--- config.mk ---
export PLATFORM = sky130hd
export DESIGN_NAME = stepper_half_step_positioner
export DESIGN_NICKNAME = d
export VERILOG_FILES = /design/src/design/shp_pkg.sv /design/src/design/shp_regs.sv /design/src/design/shp_core.sv /design/src/design/stepper_half_step_positioner.sv
export SDC_FILE = /design/constraint.sdc
export NUM_CORES = 1
export LEC_CHECK = 0
export ABC_AREA = 1
export BUFFER_PORTS_ARGS = -buffer_cell sky130_fd_sc_hd__buf_2
export CORE_ASPECT_RATIO = 0.75
export CORE_MARGIN = 2
export CORE_UTILIZATION = 65
export CTS_CLUSTER_DIAMETER = 50
export DETAILED_ROUTE_END_ITERATION = 6
export GPL_TIMING_DRIVEN = 1
export PLACE_DENSITY_LB_ADDON = 0.3
export SLEW_MARGIN = 20
export SYNTH_ARGS = -nofsm -noshare
export SYNTH_HDL_FRONTEND = slang
export SYNTH_SLANG_ARGS = --single-unit
--- constraint.sdc ---
create_clock -name clk -period 11.5 [get_ports clk]
set_clock_uncertainty 0.05 [all_clocks]
set_input_delay 0 -clock clk [delete_from_list [all_inputs] [get_ports clk]]
set_output_delay 0 -clock clk [all_outputs]
set_load 0.02 [all_outputs]
--- src/design/shp_pkg.sv ---
`default_nettype none
package shp_pkg;

  localparam int POSITION_WIDTH_DEF = 25;
  localparam int TIMER_WIDTH_DEF    = 16;
  localparam int CFG_W              = 16;
  localparam int DEG_W              = 16;

  localparam logic [1:0] OP_TICK       = 2'd0;
  localparam logic [1:0] OP_SET_TARGET = 2'd1;
  localparam logic [1:0] OP_ENERGIZE   = 2'd2;

  localparam logic REG_STEP_DELAY    = 1'b0;
  localparam logic REG_STEPS_PER_DEG = 1'b1;

  localparam logic [CFG_W-1:0] STEP_DELAY_RST    = 16'd1000;
  localparam logic [CFG_W-1:0] STEPS_PER_DEG_RST = 16'd256;

  localparam logic [2:0] PHASE_LAST = 3'd7;

  typedef struct packed {
    logic [CFG_W-1:0] step_delay;
    logic [CFG_W-1:0] steps_per_deg;
  } cfg_t;

  // Half-step coil sequence, bit k drives coil k
  function automatic logic [3:0] phase_coils(input logic [2:0] phase);
    logic [3:0] pat;
    case (phase)
      3'd0:    pat = 4'h1;
      3'd1:    pat = 4'h5;
      3'd2:    pat = 4'h4;
      3'd3:    pat = 4'h6;
      3'd4:    pat = 4'h2;
      3'd5:    pat = 4'hA;
      3'd6:    pat = 4'h8;
      default: pat = 4'h9;
    endcase
    return pat;
  endfunction

endpackage
`default_nettype wire

--- src/design/shp_regs.sv ---
`default_nettype none
module shp_regs
  import shp_pkg::*;
(
  input  wire logic        clk,
  input  wire logic        rst,
  input  wire logic        psel,
  input  wire logic        penable,
  input  wire logic        pwrite,
  input  wire logic [2:0]  paddr,
  input  wire logic [31:0] pwdata,
  output logic      [31:0] prdata,
  output logic             pready,
  output cfg_t             cfg
);

  logic wr_en;
  logic reg_sel;

  assign pready  = 1'b1;
  assign wr_en   = psel & penable & pwrite;
  assign reg_sel = paddr[2];

  always_ff @(posedge clk) begin
    if (rst) begin
      cfg.step_delay    <= STEP_DELAY_RST;
      cfg.steps_per_deg <= STEPS_PER_DEG_RST;
    end else if (wr_en) begin
      if (reg_sel == REG_STEP_DELAY) begin
        cfg.step_delay <= pwdata[CFG_W-1:0];
      end else begin
        cfg.steps_per_deg <= pwdata[CFG_W-1:0];
      end
    end
  end

  always_comb begin
    if (reg_sel == REG_STEPS_PER_DEG) begin
      prdata = 32'(cfg.steps_per_deg);
    end else begin
      prdata = 32'(cfg.step_delay);
    end
  end

endmodule
`default_nettype wire

--- src/design/shp_core.sv ---
`default_nettype none
module shp_core
  import shp_pkg::*;
#(
  parameter int POSITION_WIDTH = POSITION_WIDTH_DEF,
  parameter int TIMER_WIDTH    = TIMER_WIDTH_DEF
) (
  input  wire logic                             clk,
  input  wire logic                             rst,
  input  wire logic                             en,
  input  wire logic [1:0]                       op,
  input  wire logic signed [DEG_W-1:0]          degrees,
  input  wire cfg_t                             cfg,
  output logic [3:0]                            coil_next,
  output logic signed [POSITION_WIDTH-1:0]      pos_next,
  output logic                                  busy_next
);

  localparam int PROD_W = DEG_W + CFG_W + 1;
  localparam int QUOT_W = PROD_W - 8;
  localparam int CW     = ((POSITION_WIDTH > QUOT_W) ? POSITION_WIDTH : QUOT_W) + 1;
  localparam int TCMP_W = (TIMER_WIDTH > CFG_W) ? TIMER_WIDTH : CFG_W;
  localparam logic signed [CW-1:0] PMAX = (CW'(1) <<< (POSITION_WIDTH - 1)) - CW'(1);
  localparam logic signed [CW-1:0] PMIN = -PMAX - CW'(1);

  logic [2:0]                       phase, phase_next;
  logic signed [POSITION_WIDTH-1:0] cur;
  logic signed [POSITION_WIDTH-1:0] tgt, tgt_next;
  logic [TIMER_WIDTH-1:0]           ticks, ticks_next, tick_inc;
  logic [3:0]                       coil;

  logic signed [PROD_W-1:0] prod, prod_adj;
  logic signed [QUOT_W-1:0] quot;
  logic signed [CW-1:0]     quot_ext;
  logic [POSITION_WIDTH-1:0] tgt_sat;
  logic                      step_due;
  logic [2:0]                phase_step;

  // Degrees to half steps, truncate toward zero, saturate
  assign prod     = degrees * $signed({1'b0, cfg.steps_per_deg});
  assign prod_adj = prod + (prod[PROD_W-1] ? PROD_W'(255) : PROD_W'(0));
  assign quot     = prod_adj[PROD_W-1:8];
  assign quot_ext = CW'(quot);

  always_comb begin
    if (quot_ext > PMAX) begin
      tgt_sat = PMAX[POSITION_WIDTH-1:0];
    end else if (quot_ext < PMIN) begin
      tgt_sat = PMIN[POSITION_WIDTH-1:0];
    end else begin
      tgt_sat = quot_ext[POSITION_WIDTH-1:0];
    end
  end

  assign tick_inc = (ticks == '1) ? ticks : ticks + 1'b1;
  assign step_due = (cur != tgt) &&
                    (TCMP_W'(tick_inc) >= TCMP_W'(cfg.step_delay));
  assign phase_step = (tgt > cur) ? phase + 3'd1 : phase + PHASE_LAST;

  always_comb begin
    phase_next = phase;
    pos_next   = cur;
    tgt_next   = tgt;
    ticks_next = ticks;
    coil_next  = coil;
    case (op)
      OP_TICK: begin
        ticks_next = tick_inc;
        if (step_due) begin
          ticks_next = '0;
          phase_next = phase_step;
          pos_next   = (tgt > cur) ? cur + 1'b1 : cur - 1'b1;
          coil_next  = phase_coils(phase_step);
        end
      end
      OP_SET_TARGET: begin
        tgt_next   = tgt_sat;
        ticks_next = '0;
      end
      OP_ENERGIZE: begin
        coil_next = phase_coils(phase);
      end
      default: begin
      end
    endcase
  end

  assign busy_next = (pos_next != tgt_next);

  always_ff @(posedge clk) begin
    if (rst) begin
      phase <= '0;
      cur   <= '0;
      tgt   <= '0;
      ticks <= '0;
      coil  <= '0;
    end else if (en) begin
      phase <= phase_next;
      cur   <= pos_next;
      tgt   <= tgt_next;
      ticks <= ticks_next;
      coil  <= coil_next;
    end
  end

  // A move always restarts the step timer
  a_move_clears_timer: assert property (@(posedge clk) disable iff (rst)
    (cur != $past(cur)) |-> (ticks == '0))
    else $error("position moved without clearing the step timer");

  // Position moves by one half step at most
  a_single_step: assert property (@(posedge clk) disable iff (rst)
    (cur != $past(cur)) |->
      ((cur == $past(cur) + 1'b1) || (cur == $past(cur) - 1'b1)))
    else $error("position jumped by more than one half step");

  // Phase advances with each forward move
  a_phase_follows: assert property (@(posedge clk) disable iff (rst)
    (cur == $past(cur) + 1'b1 && cur != $past(cur)) |->
      (phase == $past(phase) + 3'd1))
    else $error("phase did not advance with a forward step");

  // Coils change only on a tick step or an energize
  a_coil_source: assert property (@(posedge clk) disable iff (rst)
    (coil != $past(coil)) |-> (coil == phase_coils(phase)))
    else $error("coil pattern does not match the current phase");

endmodule
`default_nettype wire

--- src/design/stepper_half_step_positioner.sv ---
// Half-step stepper positioner.
// Input stream: s_axis_tuser carries the operation (tick, set target, energize),
// s_axis_tdata carries the signed target angle in whole degrees. Every accepted
// beat yields exactly one output beat on m_axis with the coil pattern, the
// position in half steps and the busy flag, all taken after that item's update.
// Configuration (step delay in ticks, steps per degree in Q8.8) is written over
// the APB port at byte addresses 0 and 4, by the user while the stream is idle;
// the block does not enforce this. Items pass the input register, then the result
// register that the state update feeds. Throughput: one item per cycle while the
// receiver accepts results; the state update is a single pass of compare,
// increment, phase lookup and one 16x17 multiply for the target conversion.
// If the receiver stalls, the result register holds its beat and the input
// register still takes one more beat; s_axis_tready drops only when both hold.
// Reset clears position, target, phase, step timer and coils (all off) and
// restores the register defaults: step delay 1000, 256 in Q8.8.
`default_nettype none
module stepper_half_step_positioner
  import shp_pkg::*;
#(
  parameter int POSITION_WIDTH = POSITION_WIDTH_DEF,
  parameter int TIMER_WIDTH    = TIMER_WIDTH_DEF,
  localparam int OUT_W   = 4 + POSITION_WIDTH + 1,
  localparam int TDATA_W = ((OUT_W + 7) / 8) * 8
) (
  input  wire logic               clk,
  input  wire logic               rst,
  input  wire logic               s_axis_tvalid,
  output logic                    s_axis_tready,
  input  wire logic [15:0]        s_axis_tdata,   // [15:0] degrees
  input  wire logic [1:0]         s_axis_tuser,   // [1:0] operation
  output logic                    m_axis_tvalid,
  input  wire logic               m_axis_tready,
  output logic [TDATA_W-1:0]      m_axis_tdata,   // [3:0] coil_pattern, position, busy_res
  input  wire logic               psel,
  input  wire logic               penable,
  input  wire logic               pwrite,
  input  wire logic [2:0]         paddr,
  input  wire logic [31:0]        pwdata,
  output logic [31:0]             prdata,
  output logic                    pready
);

  cfg_t cfg;

  logic                      s1_valid;
  logic [1:0]                s1_op;
  logic signed [DEG_W-1:0]   s1_deg;
  logic                      adv;

  logic [3:0]                       coil_next;
  logic signed [POSITION_WIDTH-1:0] pos_next;
  logic                             busy_next;

  logic [3:0]                       out_coil;
  logic [POSITION_WIDTH-1:0]        out_pos;
  logic                             out_busy;

  assign adv           = s1_valid & (~m_axis_tvalid | m_axis_tready);
  assign s_axis_tready = ~s1_valid | adv;

  shp_regs u_regs (
    .clk     (clk),
    .rst     (rst),
    .psel    (psel),
    .penable (penable),
    .pwrite  (pwrite),
    .paddr   (paddr),
    .pwdata  (pwdata),
    .prdata  (prdata),
    .pready  (pready),
    .cfg     (cfg)
  );

  shp_core #(
    .POSITION_WIDTH (POSITION_WIDTH),
    .TIMER_WIDTH    (TIMER_WIDTH)
  ) u_core (
    .clk       (clk),
    .rst       (rst),
    .en        (adv),
    .op        (s1_op),
    .degrees   (s1_deg),
    .cfg       (cfg),
    .coil_next (coil_next),
    .pos_next  (pos_next),
    .busy_next (busy_next)
  );

  // Input register
  always_ff @(posedge clk) begin
    if (rst) begin
      s1_valid <= 1'b0;
    end else if (s_axis_tready) begin
      s1_valid <= s_axis_tvalid;
    end
  end

  always_ff @(posedge clk) begin
    if (s_axis_tready && s_axis_tvalid) begin
      s1_op  <= s_axis_tuser;
      s1_deg <= $signed(s_axis_tdata);
    end
  end

  // Result register: hold while the receiver stalls
  always_ff @(posedge clk) begin
    if (rst) begin
      m_axis_tvalid <= 1'b0;
    end else if (adv) begin
      m_axis_tvalid <= 1'b1;
    end else if (m_axis_tready) begin
      m_axis_tvalid <= 1'b0;
    end
  end

  always_ff @(posedge clk) begin
    if (adv) begin
      out_coil <= coil_next;
      out_pos  <= pos_next;
      out_busy <= busy_next;
    end
  end

  assign m_axis_tdata = TDATA_W'({out_busy, out_pos, out_coil});

endmodule
`default_nettype wire

==> results.ini, run 1 <==
[sta]
setup-violations-final=0
setup_total_negative_slack_ns=0
hold_violation_total_from_the_final_report=0
whs_ns=0.1093
timing_worst_slew_pin_value_ns=1.044
max-slew-margin-rel_pct=30.33
timing.final.max_slew_violations=0
final_period_util_pct=74.25
grt_setup_unrepaired=no
final_period_minus_worst_setup_slack_ns=8.538
timing.fmax_mhz=117.1

[grt]
grt_pass1_wl_mm=91.98
via_count_of_the_first_global_routing_pass=18540
initial_antenna_violation_count=0
grt_max_degree=73
total_grt_usage_pct=35.04
grt.overflow.total=0

[yosys]
synth_cells=2955
synth_cell_type_count=52
synth.cell_area_mm2=0.02043
synth_sequential_area_ratio_pct=17.54
synthArstFlopShare_pct=0
avgSynthCellArea_um2=6.914
ys_seq_elements=155
yosysWarnings=0
postSynth.topFlopCell=dfxtp_1
synth_edf_count=48

[cts]
clk_pin_slew_ns=0.07
clk_latency_ns=0.46
htree_levels=4
cts_max_path_buffers=2
cts.root.buffer_cell=clkbuf_16
ctsHoldBuffers=38
cts_num_sinks=155
cts-resized-gates=0
cts_setup_buffers=0
cts_tree=built
tritoncts.num_buffers=17

[place]
place_inst=3350
hpwlAfterDp_mm=43.04
portBuffers=89
weighted_congestion_at_the_end_of_routability_driven_global_placement=0.9550
post_dp_cell_area_mm2=0.02097

[critical_path]
slowest_delay_ns=0.94
critical_path_class=flip-flop to flip-flop
startpoint=u_regs.cfg[8]
worst-endpoint-required_ns=11.64
worstPathMaxFanout=18
r2r_cells=35
crit_arrival_ns=8.68
start_kind=flip-flop
r2r_end=out_busy
crit_slowest_cell=dfxtp_1
reg2reg_slack_ns=2.96
rr_startpoint=u_regs.cfg[8]
crit_path_end_kind=flip-flop
path_common_cell=nand2_1
crit_end=out_busy

[final_layout]
post-route-util_pct=70.50
fin_area_mm2=0.02193
finalNonFillerCells=3420
synthToLayoutAreaGrowth_pct=7.349
finalNetCount=3450
diodes=0
drive_gt1_share_pct=6.702

[die]
design.die.area_mm2=0.03288
rows=56
vertical_extent_of_the_die_um=157.5
ios=127
die-width_um=208.7
design.core.area_mm2=0.03111
initial_core_util_pct=65.67

[drt]
vias=19020
firstDrtPassIters=7
detail_route.vias_per_cell=5.561
initialDrtViolationCount=2257
routed_wl_mm=56.22
post_drt_wl_per_cell_um=16.44
final_antenna_net_count=0
remaining_drc_errors=1

[power]
power.static_leakage_nw=12.31
power_density_mw_per_mm2=127.3
peakVddDrop_uv=78.71

[status]
outcome=finished with violations
failed_checks=design-rule violations

[hold_path]
holdCritPathClass=input pin to flip-flop

[run]
max_cap_violations=0

synthesized netlist by cell type (2+ instances only):
library cell  count  area, um2
nand2_1         779       2924
inv_1           665       2496
fa_1            196       3924
ha_1            193       2415
nor2_1          180      675.7
o21ai_0         159      795.8
a21oi_1         148      740.7
nand3_1         126      630.6
dfxtp_1         107       2142
clkbuf_1        103      386.6
edfxtp_1         48       1441
nand4_1          39      244.0
xor2_1           27      236.5
buf_4            21      157.7
nor3_1           15      75.07
o211ai_1         15      112.6
or2_2            15      93.84
nand3b_1         14      105.1
nand2_2          12      75.07
xnor2_1          12      105.1
inv_2             9      33.78
nor2_2            9      56.30
nor4_1            6      37.54
o21bai_1          6      45.04
clkinv_1          4      15.01
nand2_4           4      45.04
nand3_2           4      40.04
a21boi_0          3      22.52
a21o_1            3      22.52
buf_2             3      15.01
nor2_4            3      33.78
o21a_1            3      22.52
conb_1            2      7.510
o211ai_2          2      25.02
xnor2_2           2      32.53
xor2_2            2      32.53
metrics by stage:
stage                     setup slack (ns)  power, mW
after floorplan                      4.395      1.759
after global placement               3.288      2.127
after detailed placement             3.171      2.164
after CTS                            3.129      2.757
after global routing                 2.529      3.016
final                                2.962      2.791
logic make-up after synthesis:
family	Yosys count	share of synthesized area [%]
buffers and inverters	806	15.21
AO/OA/AOI/OAI	346	9.009
other	2	0.03676
XOR/XNOR	44	2.125
AND/OR/NAND/NOR	1213	25.05
flip-flops	155	17.54
adder cells (fa/ha/maj)	389	31.03
worst min path at each step:
stage	start	cells past startpoint	slack, ns	endpoint
floorplan	s_axis_tdata[0]	0	0.05	s1_deg[0]
CTS	penable	4	0.09	u_regs.cfg[19]
global route	penable	6	0.14	u_regs.cfg[8]
finish	penable	4	0.11	u_regs.cfg[25]
detailed placement	s_axis_tdata[15]	1	0.13	s1_deg[15]
global placement	s_axis_tdata[14]	1	0.13	s1_deg[14]
layer usage:
metal | up-vias | wire length (um) | global-route usage [%] | part of all wire, %
li1 | 9067 | - | - | -
met1 | 8862 | 24550 | 48.44 | 44
met2 | 957 | 24820 | 56.14 | 44
met3 | 133 | 5521 | 7.103 | 9.8
met4 | 0 | 1329 | 9.796 | 2.4
met5 | - | 0 | 0 | 0
registers in the layout (all words and copies together), names as in the netlist:
register and flops:
u_core.tgt 25, m_axis_tvalid 1, out_busy 1, u_core.ticks 16, u_regs.cfg 32, u_core.phase 3, s1_valid 1, u_core.cur 25
out_coil 4, s1_deg 16, out_pos 25, u_core.coil 4, s1_op 2
power breakdown:
group / switching [mW] / internal, mW / leakage [nW]
Sequential: 0.0453 / 0.594 / 1.34
Combinational: 1.07 / 0.510 / 10.7
Clock: 0.266 / 0.309 / 0.267
layout by cell type (no fill, tap or decap), drive strengths merged, types with 17 or more instances in the layout:
cell	instances
clkbuf	19
nand2	795
a21oi	148
ha	193
nand4	40
buf	100
fa	196
inv	680
nor2	193
dfxtp	107
nand3	130
o211ai	17
dlygate4sd3	38
edfxtp	48
xor2	30
conb	19
o21ai	160
cell type report:
type | instances | area, um2
fillers | 2553 | 9179
well taps | 406 | 508.0
multi-input cells | 2011 | 13810
clock buffers | 19 | 442.9
repair buffers | 138 | 908.4
flip-flops and latches | 155 | 3583
clock inverters | 13 | 133.9
inverters | 678 | 2545
worst max-delay path, delay by kind of cell (launching register included):
kind | cells | cell delay [ns]
AOI/OAI and AO/OA | 3 | 0.70
and+or+nand+nor | 20 | 2.26
adders and majority gates | 8 | 3.98
DFF | 1 | 0.94
buffers and inverters | 4 | 0.30
Note: power is estimated with default switching activity, not from simulation.
==> inputs of run 2 (changes only) <==
--- a/config.mk
+++ b/config.mk
@@ -9,7 +9,7 @@
 export BUFFER_PORTS_ARGS = -buffer_cell sky130_fd_sc_hd__buf_2
 export CORE_ASPECT_RATIO = 0.75
 export CORE_MARGIN = 2
-export CORE_UTILIZATION = 65
+export CORE_UTILIZATION = 58
 export CTS_CLUSTER_DIAMETER = 50
 export DETAILED_ROUTE_END_ITERATION = 6
 export GPL_TIMING_DRIVEN = 1
==> constraint.sdc (replaced) <==
create_clock -name clk -period 7.6 [get_ports clk]
set_clock_uncertainty 0.05 [all_clocks]
set_input_delay 0 -clock clk [delete_from_list [all_inputs] [get_ports clk]]
set_output_delay 0 -clock clk [all_outputs]
set_load 0.02 [all_outputs]
==> run 2 against run 1 <==
The flow now finishes without violations. Critical path depth increased by 1. Core utilization decreased by 3.1 points. Setup slack got worse by 2.6 ns. Worst hold slack got worse by 0.0051 ns. Clock power increased by 57%. Total power increased by 69%. Sequential share of layout area decreased by 0.97 points. Non-clock buffer count increased by 113. Global-route usage decreased by 2.3 points. Die area increased by 12%. Largest cell class unchanged. Largest power group unchanged.
==> results.ini, run 2 (same netlist as run 1, synthesis figures left out) <==
[critical_path]
worst-endpoint-required_ns=7.77  ; was 11.64 ns
worstPathMaxFanout=10  ; was 18
cpLargestDelayFamily=adder cells  ; unchanged
rr_startpoint=u_regs.cfg[13]  ; was u_regs.cfg[8]
critical_path_class=flip-flop to flip-flop  ; unchanged
slowest_delay_ns=0.57  ; was 0.94 ns
start_kind=flip-flop  ; unchanged
crit_path_end_kind=flip-flop  ; unchanged
r2r_cells=36  ; was 35
path_common_cell=nand2_1  ; unchanged
crit_buf_inv=5  ; was 4
crit_arrival_ns=7.41  ; was 8.68 ns
critical_path_depth=36  ; was 35
startpoint=u_regs.cfg[13]  ; was u_regs.cfg[8]
crit_slowest_cell=dfxtp_1  ; unchanged

[die]
vertical_extent_of_the_die_um=166.5  ; was 157.5 um
design.core.area_mm2=0.03470  ; was 0.03111 mm2
ios=127  ; unchanged
initial_core_util_pct=58.88  ; was 65.67%
design.die.area_mm2=0.03676  ; was 0.03288 mm2
die-width_um=220.7  ; was 208.7 um
rows=59  ; was 56

[sta]
final_period_util_pct=95.27  ; was 74.25%
setup_ws_final_ns=0.3596  ; was 2.962 ns
timing.final.max_slew_violations=0  ; unchanged
setup-violations-final=0  ; unchanged
hold_violation_total_from_the_final_report=0  ; unchanged
timing.fmax_mhz=138.1  ; was 117.1 MHz
max-slew-margin-rel_pct=26.52  ; was 30.33%
timing_worst_slew_pin_value_ns=1.099  ; was 1.044 ns
final_period_minus_worst_setup_slack_ns=7.240  ; was 8.538 ns
whs_ns=0.1042  ; was 0.1093 ns

[drt]
routed_wl_mm=59.27  ; was 56.22 mm
vias=19510  ; was 19020
post_drt_wl_per_cell_um=16.54  ; was 16.44 um
initialDrtViolationCount=1994  ; was 2257
firstDrtPassIters=6  ; was 7
detail_route.vias_per_cell=5.443  ; was 5.561
remaining_drc_errors=0  ; was 1
final_antenna_net_count=0  ; unchanged

[power]
total_switching_power_mw=2.297  ; was 1.378 mW
power.static_leakage_nw=12.95  ; was 12.31 nW
power.clock.fraction_pct=19.1  ; was 20.6%
p_int_mw=2.427  ; was 1.413 mW
power.total_mw=4.723  ; was 2.791 mW
power.share.switching_pct=48.62  ; was 49.37%
power_frac_seq_pct=19.9  ; was 22.9%
peakVddDrop_uv=132.6  ; was 78.71 uV
power_density_mw_per_mm2=202.0  ; was 127.3 mW/mm2
pwr-share-comb_pct=61.0  ; was 56.5%

[final_layout]
most_frequent_standard_cell_in_the_layout_excluding_fill_and_tap_cells=nand2_1  ; unchanged
drive_gt1_share_pct=13.34  ; was 6.702%
largest_reg_flops=32  ; unchanged
number_of_filler_cells_placed_in_the_layout=2989  ; was 2553
finalNonFillerCells=3584  ; was 3420
post-route-util_pct=67.40  ; was 70.50%
final_cell_mix=751 x nand2_1, 656 x inv_1, 186 x fa_1  ; was 778 x nand2_1, 664 x inv_1, 196 x fa_1
finalNetCount=3563  ; was 3450
synthToLayoutAreaGrowth_pct=14.47  ; was 7.349%
regMostFlops=u_regs.cfg  ; unchanged
diodes=0  ; unchanged

[place]
hpwlAfterDp_mm=46.45  ; was 43.04 mm
weighted_congestion_at_the_end_of_routability_driven_global_placement=0.9406  ; was 0.9550
portBuffers=89  ; unchanged
place_inst=3486  ; was 3350
dpl_worst_slack_ns=0.03745  ; was 3.171 ns

[status]
outcome=finished clean  ; was finished with violations

[hold_path]
critical_hold_path_startpoint=penable  ; unchanged
min_delay_path_depth=4  ; unchanged
holdCritPathClass=input pin to flip-flop  ; unchanged

[grt]
grt_max_degree=73  ; unchanged
total_grt_usage_pct=32.72  ; was 35.04%
grt_pass1_wl_mm=95.19  ; was 91.98 mm
initial_antenna_violation_count=0  ; unchanged
via_count_of_the_first_global_routing_pass=18670  ; was 18540
grt.overflow.total=0  ; unchanged

[run]
max_cap_violations=0  ; unchanged

[cts]
cts_tree=built  ; unchanged
clk_pin_slew_ns=0.07  ; about the same
cts.root.buffer_cell=clkbuf_16  ; unchanged
htree_levels=4  ; unchanged
cts_num_sinks=155  ; unchanged
cts_max_path_buffers=2  ; unchanged
clk_latency_ns=0.46  ; about the same
tritoncts.num_buffers=17  ; unchanged

-- run 2: power groups by stage --
stage               Combinational [mW]  Clock, mW  Sequential [mW]
floorplan                         1.72          0            0.945
global placement                  2.51          0            0.960
detailed placement                2.55          0            0.961
CTS                               2.59      0.907            0.943
global route                      3.20      0.940            0.944
finish                            2.88      0.903            0.940
-- run 2: final timing paths --
check	end	slack (ns)
min	u_regs.cfg[23]	0.10
max	out_busy	0.36
max reg2reg	out_busy	0.36
min reg2reg	u_regs.cfg[18]	0.45
-- run 2: metal layers --
metal  GRT usage (%)  wire (um)
met4           8.261       1274
met2           48.79      25610
met5               0          0
met3           7.215       5749
met1           48.03      26640
-- run 2: through the flow --
step	area, um2	TNS, ns
2_1_floorplan	20490	0
3_3_place_gp	21710	0
3_5_place_dp	21710	0
4_1_cts	22690	0
5_1_grt	23390	-0.03373
6_report	23390	0
-- run 2: cell type report --
cell class	instances	area, um2	area share, %
clock buffers	21	481.7	2.060
clock inverters	11	118.9	0.5083
inverters	678	2547	10.89
multi-input cells	2011	14250	60.95
flip-flops and latches	155	3595	15.37
well taps	457	571.8	2.445
repair buffers	251	1818	7.774
-- run 2: worst reg2reg max path: cells and delay by family, from the launching register on --
| family | cells | cell delay (ns) |
|---|---|---|
| adder cells (fa/ha/maj) | 8 | 3.54 |
| AO/OA/AOI/OAI | 1 | 0.10 |
| AND/OR/NAND/NOR | 22 | 2.14 |
| flip-flops | 1 | 0.57 |
| buffers and inverters | 5 | 0.60 |
-- run 2: what timing repair did --
item | in CTS | in global routing
endpoints found under the hold margin | 52 | 0
endpoints found under the setup margin | 0 | 14
gates resized for setup | 0 | 132
hold buffers | 38 | 0
setup buffers | 0 | 28
